--- src/hw/rtl/ipv6tc_pkg.sv ---
`timescale 1ns / 1ps
`default_nettype none
// ----------------------------------------------------------------------------
// ipv6tc_pkg
// Shared types, constants and helpers for the IPv6 address to text block.
// ----------------------------------------------------------------------------
package ipv6tc_pkg;

  localparam int unsigned GroupW   = 16;
  localparam int unsigned NumGroup = 8;
  localparam int unsigned IdxW     = 3;
  localparam int unsigned LenW     = 4;
  localparam int unsigned CharW    = 7;

  localparam logic [CharW-1:0] CHAR_COLON = 7'h3a;
  localparam logic [CharW-1:0] CHAR_ZERO  = 7'h30;
  localparam logic [CharW-1:0] CHAR_ALPHA = 7'h57;  // 'a' minus ten

  // longest zero run found by the scan; len of zero means no run
  typedef struct packed {
    logic [IdxW-1:0] start;
    logic [LenW-1:0] len;
  } run_t;

  // one character leaving the emitter
  typedef struct packed {
    logic [CharW-1:0] ch;
    logic             last;
  } char_t;

  // group idx of the address, group 0 in the top bits of the high half
  function automatic logic [GroupW-1:0] group_sel(input logic [127:0] addr,
                                                  input logic [IdxW-1:0] idx);
    logic [IdxW-1:0] pos;
    pos = 3'd7 - idx;
    return addr[{pos, 4'd0} +: GroupW];
  endfunction

  // lowercase hex digit
  function automatic logic [CharW-1:0] hex_char(input logic [3:0] nib);
    if (nib < 4'd10) begin
      return CHAR_ZERO + {3'd0, nib};
    end else begin
      return CHAR_ALPHA + {3'd0, nib};
    end
  endfunction

endpackage
`default_nettype wire

--- src/hw/rtl/ipv6tc_scan.sv ---
`timescale 1ns / 1ps
`default_nettype none
// ----------------------------------------------------------------------------
// ipv6tc_scan
// Walks the eight groups one per cycle and keeps the first longest zero run.
// ----------------------------------------------------------------------------
module ipv6tc_scan
  import ipv6tc_pkg::*;
(
  input  wire logic              clk_i,
  input  wire logic              rst_ni,
  input  wire logic              start_i,
  input  wire logic [GroupW-1:0] grp_i,
  output logic      [IdxW-1:0]   idx_o,
  output logic                   done_o,
  output run_t                   run_o
);

  logic            busy_q, busy_d;
  logic [IdxW-1:0] idx_q, idx_d;
  logic [IdxW-1:0] cur_start_q, cur_start_d;
  logic [LenW-1:0] cur_len_q, cur_len_d;
  run_t            best_q, best_d;
  logic [IdxW-1:0] st_eff;
  logic [LenW-1:0] len_inc;

  // one compare step per group
  always_comb begin
    busy_d      = busy_q;
    idx_d       = idx_q;
    cur_start_d = cur_start_q;
    cur_len_d   = cur_len_q;
    best_d      = best_q;
    st_eff      = (cur_len_q == '0) ? idx_q : cur_start_q;
    len_inc     = cur_len_q + 4'd1;
    if (start_i) begin
      busy_d    = 1'b1;
      idx_d     = '0;
      cur_len_d = '0;
      best_d    = '0;
    end else if (busy_q) begin
      if (grp_i == '0) begin
        cur_start_d = st_eff;
        cur_len_d   = len_inc;
        if (len_inc > best_q.len) begin
          best_d.start = st_eff;
          best_d.len   = len_inc;
        end
      end else begin
        cur_len_d = '0;
      end
      idx_d = idx_q + 3'd1;
      if (idx_q == 3'd7) begin
        busy_d = 1'b0;
      end
    end
  end

  always_ff @(posedge clk_i or negedge rst_ni) begin
    if (!rst_ni) begin
      busy_q      <= 1'b0;
      idx_q       <= '0;
      cur_start_q <= '0;
      cur_len_q   <= '0;
      best_q      <= '0;
    end else begin
      busy_q      <= busy_d;
      idx_q       <= idx_d;
      cur_start_q <= cur_start_d;
      cur_len_q   <= cur_len_d;
      best_q      <= best_d;
    end
  end

  assign idx_o  = idx_q;
  assign done_o = busy_q && (idx_q == 3'd7);
  assign run_o  = best_q;

endmodule
`default_nettype wire

--- src/hw/rtl/ipv6tc_emit.sv ---
`timescale 1ns / 1ps
`default_nettype none
// ----------------------------------------------------------------------------
// ipv6tc_emit
// Character sequencer: shifts each group out a nibble at a time, drops
// leading zeros, inserts colons and writes the zero run as a double colon.
// ----------------------------------------------------------------------------
module ipv6tc_emit
  import ipv6tc_pkg::*;
(
  input  wire logic              clk_i,
  input  wire logic              rst_ni,
  input  wire logic              start_i,
  input  wire run_t              run_i,
  input  wire logic [GroupW-1:0] grp_i,
  input  wire logic              adv_i,
  output logic      [IdxW-1:0]   idx_o,
  output logic                   valid_o,
  output char_t                  char_o,
  output logic                   done_o
);

  localparam logic [2:0] E_IDLE  = 3'd0;
  localparam logic [2:0] E_LOAD  = 3'd1;
  localparam logic [2:0] E_DIGIT = 3'd2;
  localparam logic [2:0] E_COLON = 3'd3;
  localparam logic [2:0] E_RUN0  = 3'd4;
  localparam logic [2:0] E_RUN1  = 3'd5;

  logic [2:0]        st_q, st_d;
  logic [IdxW-1:0]   gi_q, gi_d;
  logic [GroupW-1:0] sh_q, sh_d;
  logic [1:0]        nib_q, nib_d;
  logic              started_q, started_d;
  logic              has_run;
  logic [LenW-1:0]   run_end;
  logic [3:0]        dig;
  logic              show;

  assign has_run = (run_i.len != '0);
  assign run_end = {1'b0, run_i.start} + run_i.len;
  assign dig     = sh_q[GroupW-1 -: 4];
  assign show    = (dig != 4'd0) || started_q || (nib_q == 2'd0);

  // sequencer
  always_comb begin
    st_d      = st_q;
    gi_d      = gi_q;
    sh_d      = sh_q;
    nib_d     = nib_q;
    started_d = started_q;
    valid_o   = 1'b0;
    char_o    = '{ch: CHAR_COLON, last: 1'b0};
    done_o    = 1'b0;
    case (st_q)
      E_IDLE: begin
        if (start_i) begin
          gi_d = '0;
          st_d = E_LOAD;
        end
      end
      E_LOAD: begin
        if (has_run && (gi_q == run_i.start)) begin
          st_d = (gi_q == '0) ? E_RUN0 : E_RUN1;
        end else begin
          sh_d      = grp_i;
          nib_d     = 2'd3;
          started_d = 1'b0;
          st_d      = E_DIGIT;
        end
      end
      E_DIGIT: begin
        if (!show) begin
          sh_d  = {sh_q[GroupW-5:0], 4'd0};
          nib_d = nib_q - 2'd1;
        end else begin
          valid_o     = 1'b1;
          char_o.ch   = hex_char(dig);
          char_o.last = (nib_q == 2'd0) && (gi_q == 3'd7);
          if (adv_i) begin
            sh_d      = {sh_q[GroupW-5:0], 4'd0};
            nib_d     = nib_q - 2'd1;
            started_d = 1'b1;
            if (nib_q == 2'd0) begin
              if (gi_q == 3'd7) begin
                done_o = 1'b1;
                st_d   = E_IDLE;
              end else begin
                st_d = E_COLON;
              end
            end
          end
        end
      end
      E_COLON: begin
        valid_o = 1'b1;
        if (adv_i) begin
          gi_d = gi_q + 3'd1;
          st_d = E_LOAD;
        end
      end
      E_RUN0: begin
        valid_o = 1'b1;
        if (adv_i) begin
          st_d = E_RUN1;
        end
      end
      E_RUN1: begin
        valid_o     = 1'b1;
        char_o.last = (run_end == 4'd8);
        if (adv_i) begin
          if (run_end == 4'd8) begin
            done_o = 1'b1;
            st_d   = E_IDLE;
          end else begin
            gi_d = run_end[IdxW-1:0];
            st_d = E_LOAD;
          end
        end
      end
      default: begin
        st_d = E_IDLE;
      end
    endcase
  end

  always_ff @(posedge clk_i or negedge rst_ni) begin
    if (!rst_ni) begin
      st_q      <= E_IDLE;
      gi_q      <= '0;
      nib_q     <= '0;
      started_q <= 1'b0;
    end else begin
      st_q      <= st_d;
      gi_q      <= gi_d;
      nib_q     <= nib_d;
      started_q <= started_d;
    end
  end

  // group shifter
  always_ff @(posedge clk_i) begin
    sh_q <= sh_d;
  end

  assign idx_o = gi_q;

endmodule
`default_nettype wire

--- src/hw/rtl/ipv6_address_to_compressed_text.sv ---
`timescale 1ns / 1ps
`default_nettype none
// ----------------------------------------------------------------------------
// ipv6_address_to_compressed_text
// IPv6 address to compressed lowercase text, one ASCII character per beat.
//
//   channel  dir  width  contents
//   s_axis   in   128    address_high [63:0], address_low [127:64]
//   m_axis   out  8      out_char [6:0], zero [7]; tlast = last_char
//
// One address at a time: accept, a zero-run scan over the eight groups,
// then per written group a load step, a digit step for each nibble and
// a colon step between groups, plus a load step and the colon steps for
// the double colon. The character sequencer sets the pace.
// Asynchronous active-low reset returns to idle with no output pending.
// Output stalls hold the sequencer; s_axis_tready is high only when idle.
// ----------------------------------------------------------------------------
module ipv6_address_to_compressed_text
  import ipv6tc_pkg::*;
(
  input  wire logic         clk_i,
  input  wire logic         rst_ni,
  input  wire logic         s_axis_tvalid,
  output logic              s_axis_tready,
  input  wire logic [127:0] s_axis_tdata,   // address_high [63:0], address_low [127:64]
  output logic              m_axis_tvalid,
  input  wire logic         m_axis_tready,
  output logic [7:0]        m_axis_tdata,   // out_char [6:0], zero pad [7]
  output logic              m_axis_tlast    // last_char
);

  localparam logic [1:0] ST_IDLE = 2'd0;
  localparam logic [1:0] ST_SCAN = 2'd1;
  localparam logic [1:0] ST_EMIT = 2'd2;

  logic [1:0]        st_q, st_d;
  logic [127:0]      addr_q;
  logic              in_acc;
  logic [IdxW-1:0]   scan_idx, emit_idx, grp_idx;
  logic [GroupW-1:0] grp;
  logic              scan_done, emit_done, emit_valid, adv;
  run_t              run;
  char_t             emit_char;
  logic              out_valid_q;
  char_t             out_q;

  assign s_axis_tready = (st_q == ST_IDLE);
  assign in_acc        = s_axis_tvalid && s_axis_tready;

  // address register, group {high, low} so group 0 sits on top
  always_ff @(posedge clk_i) begin
    if (in_acc) begin
      addr_q <= {s_axis_tdata[63:0], s_axis_tdata[127:64]};
    end
  end

  // shared group select
  assign grp_idx = (st_q == ST_SCAN) ? scan_idx : emit_idx;
  assign grp     = group_sel(addr_q, grp_idx);

  ipv6tc_scan u_scan (
    .clk_i   (clk_i),
    .rst_ni  (rst_ni),
    .start_i (in_acc),
    .grp_i   (grp),
    .idx_o   (scan_idx),
    .done_o  (scan_done),
    .run_o   (run)
  );

  assign adv = !out_valid_q || m_axis_tready;

  ipv6tc_emit u_emit (
    .clk_i   (clk_i),
    .rst_ni  (rst_ni),
    .start_i (scan_done),
    .run_i   (run),
    .grp_i   (grp),
    .adv_i   (adv),
    .idx_o   (emit_idx),
    .valid_o (emit_valid),
    .char_o  (emit_char),
    .done_o  (emit_done)
  );

  // top sequencer
  always_comb begin
    st_d = st_q;
    case (st_q)
      ST_IDLE: if (in_acc)    st_d = ST_SCAN;
      ST_SCAN: if (scan_done) st_d = ST_EMIT;
      ST_EMIT: if (emit_done) st_d = ST_IDLE;
      default: st_d = ST_IDLE;
    endcase
  end

  // output register
  always_ff @(posedge clk_i or negedge rst_ni) begin
    if (!rst_ni) begin
      st_q        <= ST_IDLE;
      out_valid_q <= 1'b0;
    end else begin
      st_q <= st_d;
      if (adv) begin
        out_valid_q <= emit_valid;
      end
    end
  end

  always_ff @(posedge clk_i) begin
    if (adv && emit_valid) begin
      out_q <= emit_char;
    end
  end

  assign m_axis_tvalid = out_valid_q;
  assign m_axis_tdata  = {1'b0, out_q.ch};
  assign m_axis_tlast  = out_q.last;

endmodule
`default_nettype wire

--- config.mk ---
export PLATFORM = sky130hd
export DESIGN_NAME = ipv6_address_to_compressed_text
export DESIGN_NICKNAME = d
export VERILOG_FILES = /design/src/hw/rtl/ipv6tc_pkg.sv /design/src/hw/rtl/ipv6tc_scan.sv /design/src/hw/rtl/ipv6tc_emit.sv /design/src/hw/rtl/ipv6_address_to_compressed_text.sv
export SDC_FILE = /design/constraint.sdc
export NUM_CORES = 1
export LEC_CHECK = 0
export BUFFER_PORTS_ARGS = -buffer_cell sky130_fd_sc_hd__buf_4
export CAP_MARGIN = 20
export CELL_PAD_IN_SITES_DETAIL_PLACEMENT = 2
export CELL_PAD_IN_SITES_GLOBAL_PLACEMENT = 2
export CORE_ASPECT_RATIO = 0.5
export CORE_UTILIZATION = 34
export DETAILED_ROUTE_END_ITERATION = 10
export GPL_ROUTABILITY_DRIVEN = 0
export PLACE_DENSITY = 0.78
export SLEW_MARGIN = 5
export SYNTH_ARGS = -nofsm -noshare
export SYNTH_HDL_FRONTEND = slang
export SYNTH_SLANG_ARGS = --single-unit
--- constraint.sdc ---
create_clock -name clk_i -period 4.6 [get_ports clk_i]
set_input_delay 0.23 -clock clk_i [delete_from_list [all_inputs] [get_ports clk_i]]
set_output_delay 0.23 -clock clk_i [all_outputs]
set_load 0.05 [all_outputs]
==> results.md <==
- The signal on the critical path passes through nand2b_2 > a21oi_4 > mux2i_1 > a2111oi_0 > a2111oi_1 > buf_4 > and4b_1 > and3_4 > mux2_4.
- The width of the chip is 225 um.
- Counting flops and latches in the post-synthesis netlist gives 182.
- The proportion of layout cells with a drive suffix above 1 is 0.208.
- In the final design database the tool counted 1,097 nets.
- The number of global-route vias before repair is 7,917.
- After legalization and detailed placement, the total HPWL measured 19,300 um.
- After detailed placement, the total cell area comes to 9830 um2.
- The tree is rooted in a sky130_fd_sc_hd__clkbuf_16.
- The core region area is 24,200 um2.
- The Yosys step of the flow raised 0 warnings.
- The number of failing hold endpoints at the final stage is 0.
- IR analysis of the VDD net gives a maximum drop of 337 uV.
- Counting tap cells, the placed design contains a total of 1,135 instances.
- The power per standard cell area is 600 nW/um2.
- The number of setup violations in the final report is 0.
- For this run, the total global-route usage over all layers was measured as 0.285.
- The class of the tightest hold or removal check is in -> reg.
- The number of optimization iterations in the first detailed-route pass is 5.
- The clock tree from TritonCTS is built.
- For the worst-skew pair, the clock arrives at the later sink with an insertion delay of 460 ps.
- Detailed routing placed a total of 1970 um of wire on met3.
- The critical path is of the reg -> reg type.
- Across all register-to-register paths, the minimum setup slack is 260 ps.
- The net count after synthesis is 833.
- For this run, the share of the core covered by cells in the final layout is 0.484.
- For this run, the leading register cell type out of synthesis is sky130_fd_sc_hd__edfxtp_1.
- The actual transition at the worst max-transition pin is 1020 ps.
- The routed layout has 7,189 vias.
- After the first detailed-routing iteration, the DRC count stood at 669.
- The first global-routing pass estimated 52,100 um of wire.
- Of all nets on the critical path, the largest fanout is 26.
- The count of nets left with antenna violations once routing finished came out at 0.
- For the worst setup path, the data required time is 4950 ps.
- STA classifies the critical path endpoint as a flip-flop.
- The number of clock buffers added by TritonCTS is 17.
- The worst reg2reg path endpoint is u_scan.cur_start_q[2].
- STA classifies the critical path startpoint as a flip-flop.
- The ratio of final minimum period to clock period is 0.943.
- The flow ran to the end, and the final reports show no timing, DRC or antenna violations.
- The synthesized cell area is 8450 um2.
- For this design, the sink count on the clock tree is 182.
- The post-route standard cell area excluding fillers is 11,700 um2.
- The longest clock path from root to sink contains 2 buffers.
- The critical path starts at st_q[1].
- The vias per cell is 5.55.
- For this run, the register share of the synthesized area comes to 0.629.
- The number of cell instances on the worst register-to-register path is 9.
- For this configuration, the core starts out at a cell density of 0.349.
- Counting I/O delays and the setup requirement, the final critical path takes 4340 ps.
- The area growth from synthesis to layout is 38.4%.
- The clock tree synthesis step divided the H-tree into 4 levels.
- The number of flops mapped to enable cells by yosys is 152.
- The number of different library cells used by synthesis comes to 65.
- Wire segments on met2 add up to 18,000 um in the final route.
- In this run the critical register-to-register path is launched from st_q[1].
- After detailed routing, the average wire length per cell comes to 26.9 um.
- The critical path's largest stage delay is 920 ps.
- Setup repair after global routing left no endpoint under its margin.
- The reported leakage power is 0.00463 uW.
- STA puts the critical path data arrival time at 4680 ps.
- For this run, design rule violations remaining after detail routing come to 0.
- The share of synthesized registers carrying an async set or reset is 0.165.
- The final number of max-transition violations is 0.
- The sum of negative setup slack is 0 ps.
- The tightest slew margin relative to the limit is 0.320.
- On the final layout, the worst clock skew is 16.4 ps.
- On the critical path, the stage with the largest delay is an instance of sky130_fd_sc_hd__a21oi_4.
- The count of cells in the finished layout, fillers not included, comes to 1,296.
- Averaged over all synthesized cells, the footprint is 12.4 um2.
- The number of buffers added on ports is 141.
- After floorplanning, the core was divided into 40 placement rows.
- The clock transition at the registers of the reported paths is 70 ps.
- The number of max-cap violations is 0.
- In this run the worst setup path terminates at u_scan.cur_start_q[2].
- Synthesis handed over a netlist of 683 instances.
- The number of antenna violations at the first check in global routing is 2.
- The total overflow left after global routing is 0.
- From bottom edge to top edge, the die measures 113 um.
- The pin count of the biggest net entering global routing is 66.
- The top-level port count is 143.
- The post-route met1 wirelength is 13,700 um.
- Routed signal wires occupy layers up through met5.
- The overall die area is 25,500 um2.
- Summed over all layers, the routed wires come to 34,900 um.
- Total power for the finished layout comes to 7020 uW.
- The fmax is 0.230 GHz.
cells in the final DEF (no fill, tap or decap), drive strengths merged, types with 9 or more instances in the layout:
cell,Yosys,layout
dfrtp,30,30
inv,61,66
ha,17,17
mux2i,20,20
o21ai,21,21
nand2,80,80
edfxtp,152,152
dlygate4sd3,0,129
clkbuf,16,19
buf,22,154
nand3,15,15
or3,9,9
nor2,28,28
a211oi,78,78
a31oi,11,11
a21oi,18,18
worst max-delay path, delay by kind of cell, from the launching register on:
family	cells	cell delay [ps]
AOI/OAI and AO/OA	3	1600
buffers and inverters	1	200
DFF	1	520
muxes	2	710
and+or+nand+nor	3	1170
what timing repair did:
| action | in CTS | in global routing |
|---|---|---|
| hold buffers | 129 | 0 |
| buffers inserted | 0 | 0 |
| hold endpoints to repair | 158 | 0 |
| resized for setup | 0 | 0 |
cells by family after synthesis:
family / count (synthesis) / share of synthesized area
compound gates: 174 / 0.149
xor+xnor: 9 / 0.00933
fa+ha+maj: 18 / 0.0276
buf+inv: 100 / 0.0533
flops: 182 / 0.629
mux: 24 / 0.0304
other cells: 2 / 0.000889
simple gates: 174 / 0.101
report_power, final:
group / internal [uW] / switching [uW] / leakage (uW) / total, uW
Clock: 800 / 710 / 0.000275 / 1510
Sequential: 2250 / 308 / 0.00178 / 2550
Combinational: 923 / 2030 / 0.00257 / 2950
Total: 3970 / 3050 / 0.00463 / 7020
per-layer routing:
metal / track usage / up-vias
met4: 0.137 / 2
met3: 0.0626 / 93
li1: - / 3107
met2: 0.495 / 294
met5: 0 / -
met1: 0.337 / 3693
worst min-delay path by stage:
stage | cells past startpoint | startpoint | end | slack [ps]
after floorplan | 0 | rst_ni | m_axis_tvalid | -70
after global placement | 1 | rst_ni | u_emit.idx_o[2] | 200
after detailed placement | 1 | rst_ni | u_scan.cur_len_q[3] | 210
after CTS | 3 | s_axis_tvalid | st_q[0] | 60
after global routing | 3 | s_axis_tvalid | st_q[0] | 100
final | 3 | s_axis_tvalid | st_q[0] | 80
through the flow:
step                      hold slack, ps  worst slack [ps]
after detailed placement             209               570
after global routing                96.6              86.4
after global placement               196               866
after floorplan                    -65.6              1350
after CTS                           57.3               500
final                               78.6               262
cell type report:
type | instances | area [um2]
fillers | 2373 | 12500
flip-flops and latches | 182 | 5320
multi-input cells | 401 | 2700
repair buffers | 283 | 2460
clock buffers | 19 | 433
well taps | 336 | 420
inverters | 62 | 235
clock inverters | 12 | 128
diodes | 1 | 2.50
state kept, by name (all words and copies together), names as in the netlist, 4 cells and up:
| signal | count |
|---|---|
| addr_q | 128 |
| u_emit.sh_q | 16 |
| m_axis_tdata | 7 |
| u_scan.run_o | 7 |
| u_scan.cur_len_q | 4 |
cell usage after synthesis, types with 14 or more instances:
cell,n,share of area
sky130_fd_sc_hd__edfxtp_1,152,0.54
sky130_fd_sc_hd__nand2_1,80,0.036
sky130_fd_sc_hd__a211oi_1,78,0.069
sky130_fd_sc_hd__inv_1,59,0.026
sky130_fd_sc_hd__dfrtp_1,30,0.089
sky130_fd_sc_hd__nor2_1,28,0.012
sky130_fd_sc_hd__o21ai_0,21,0.012
sky130_fd_sc_hd__mux2i_1,20,0.024
sky130_fd_sc_hd__a21oi_1,17,0.010
sky130_fd_sc_hd__ha_1,17,0.025
sky130_fd_sc_hd__clkbuf_1,16,0.0071
sky130_fd_sc_hd__nand3_1,14,0.0083
No activity file was read; power rests on OpenSTA's default activity.
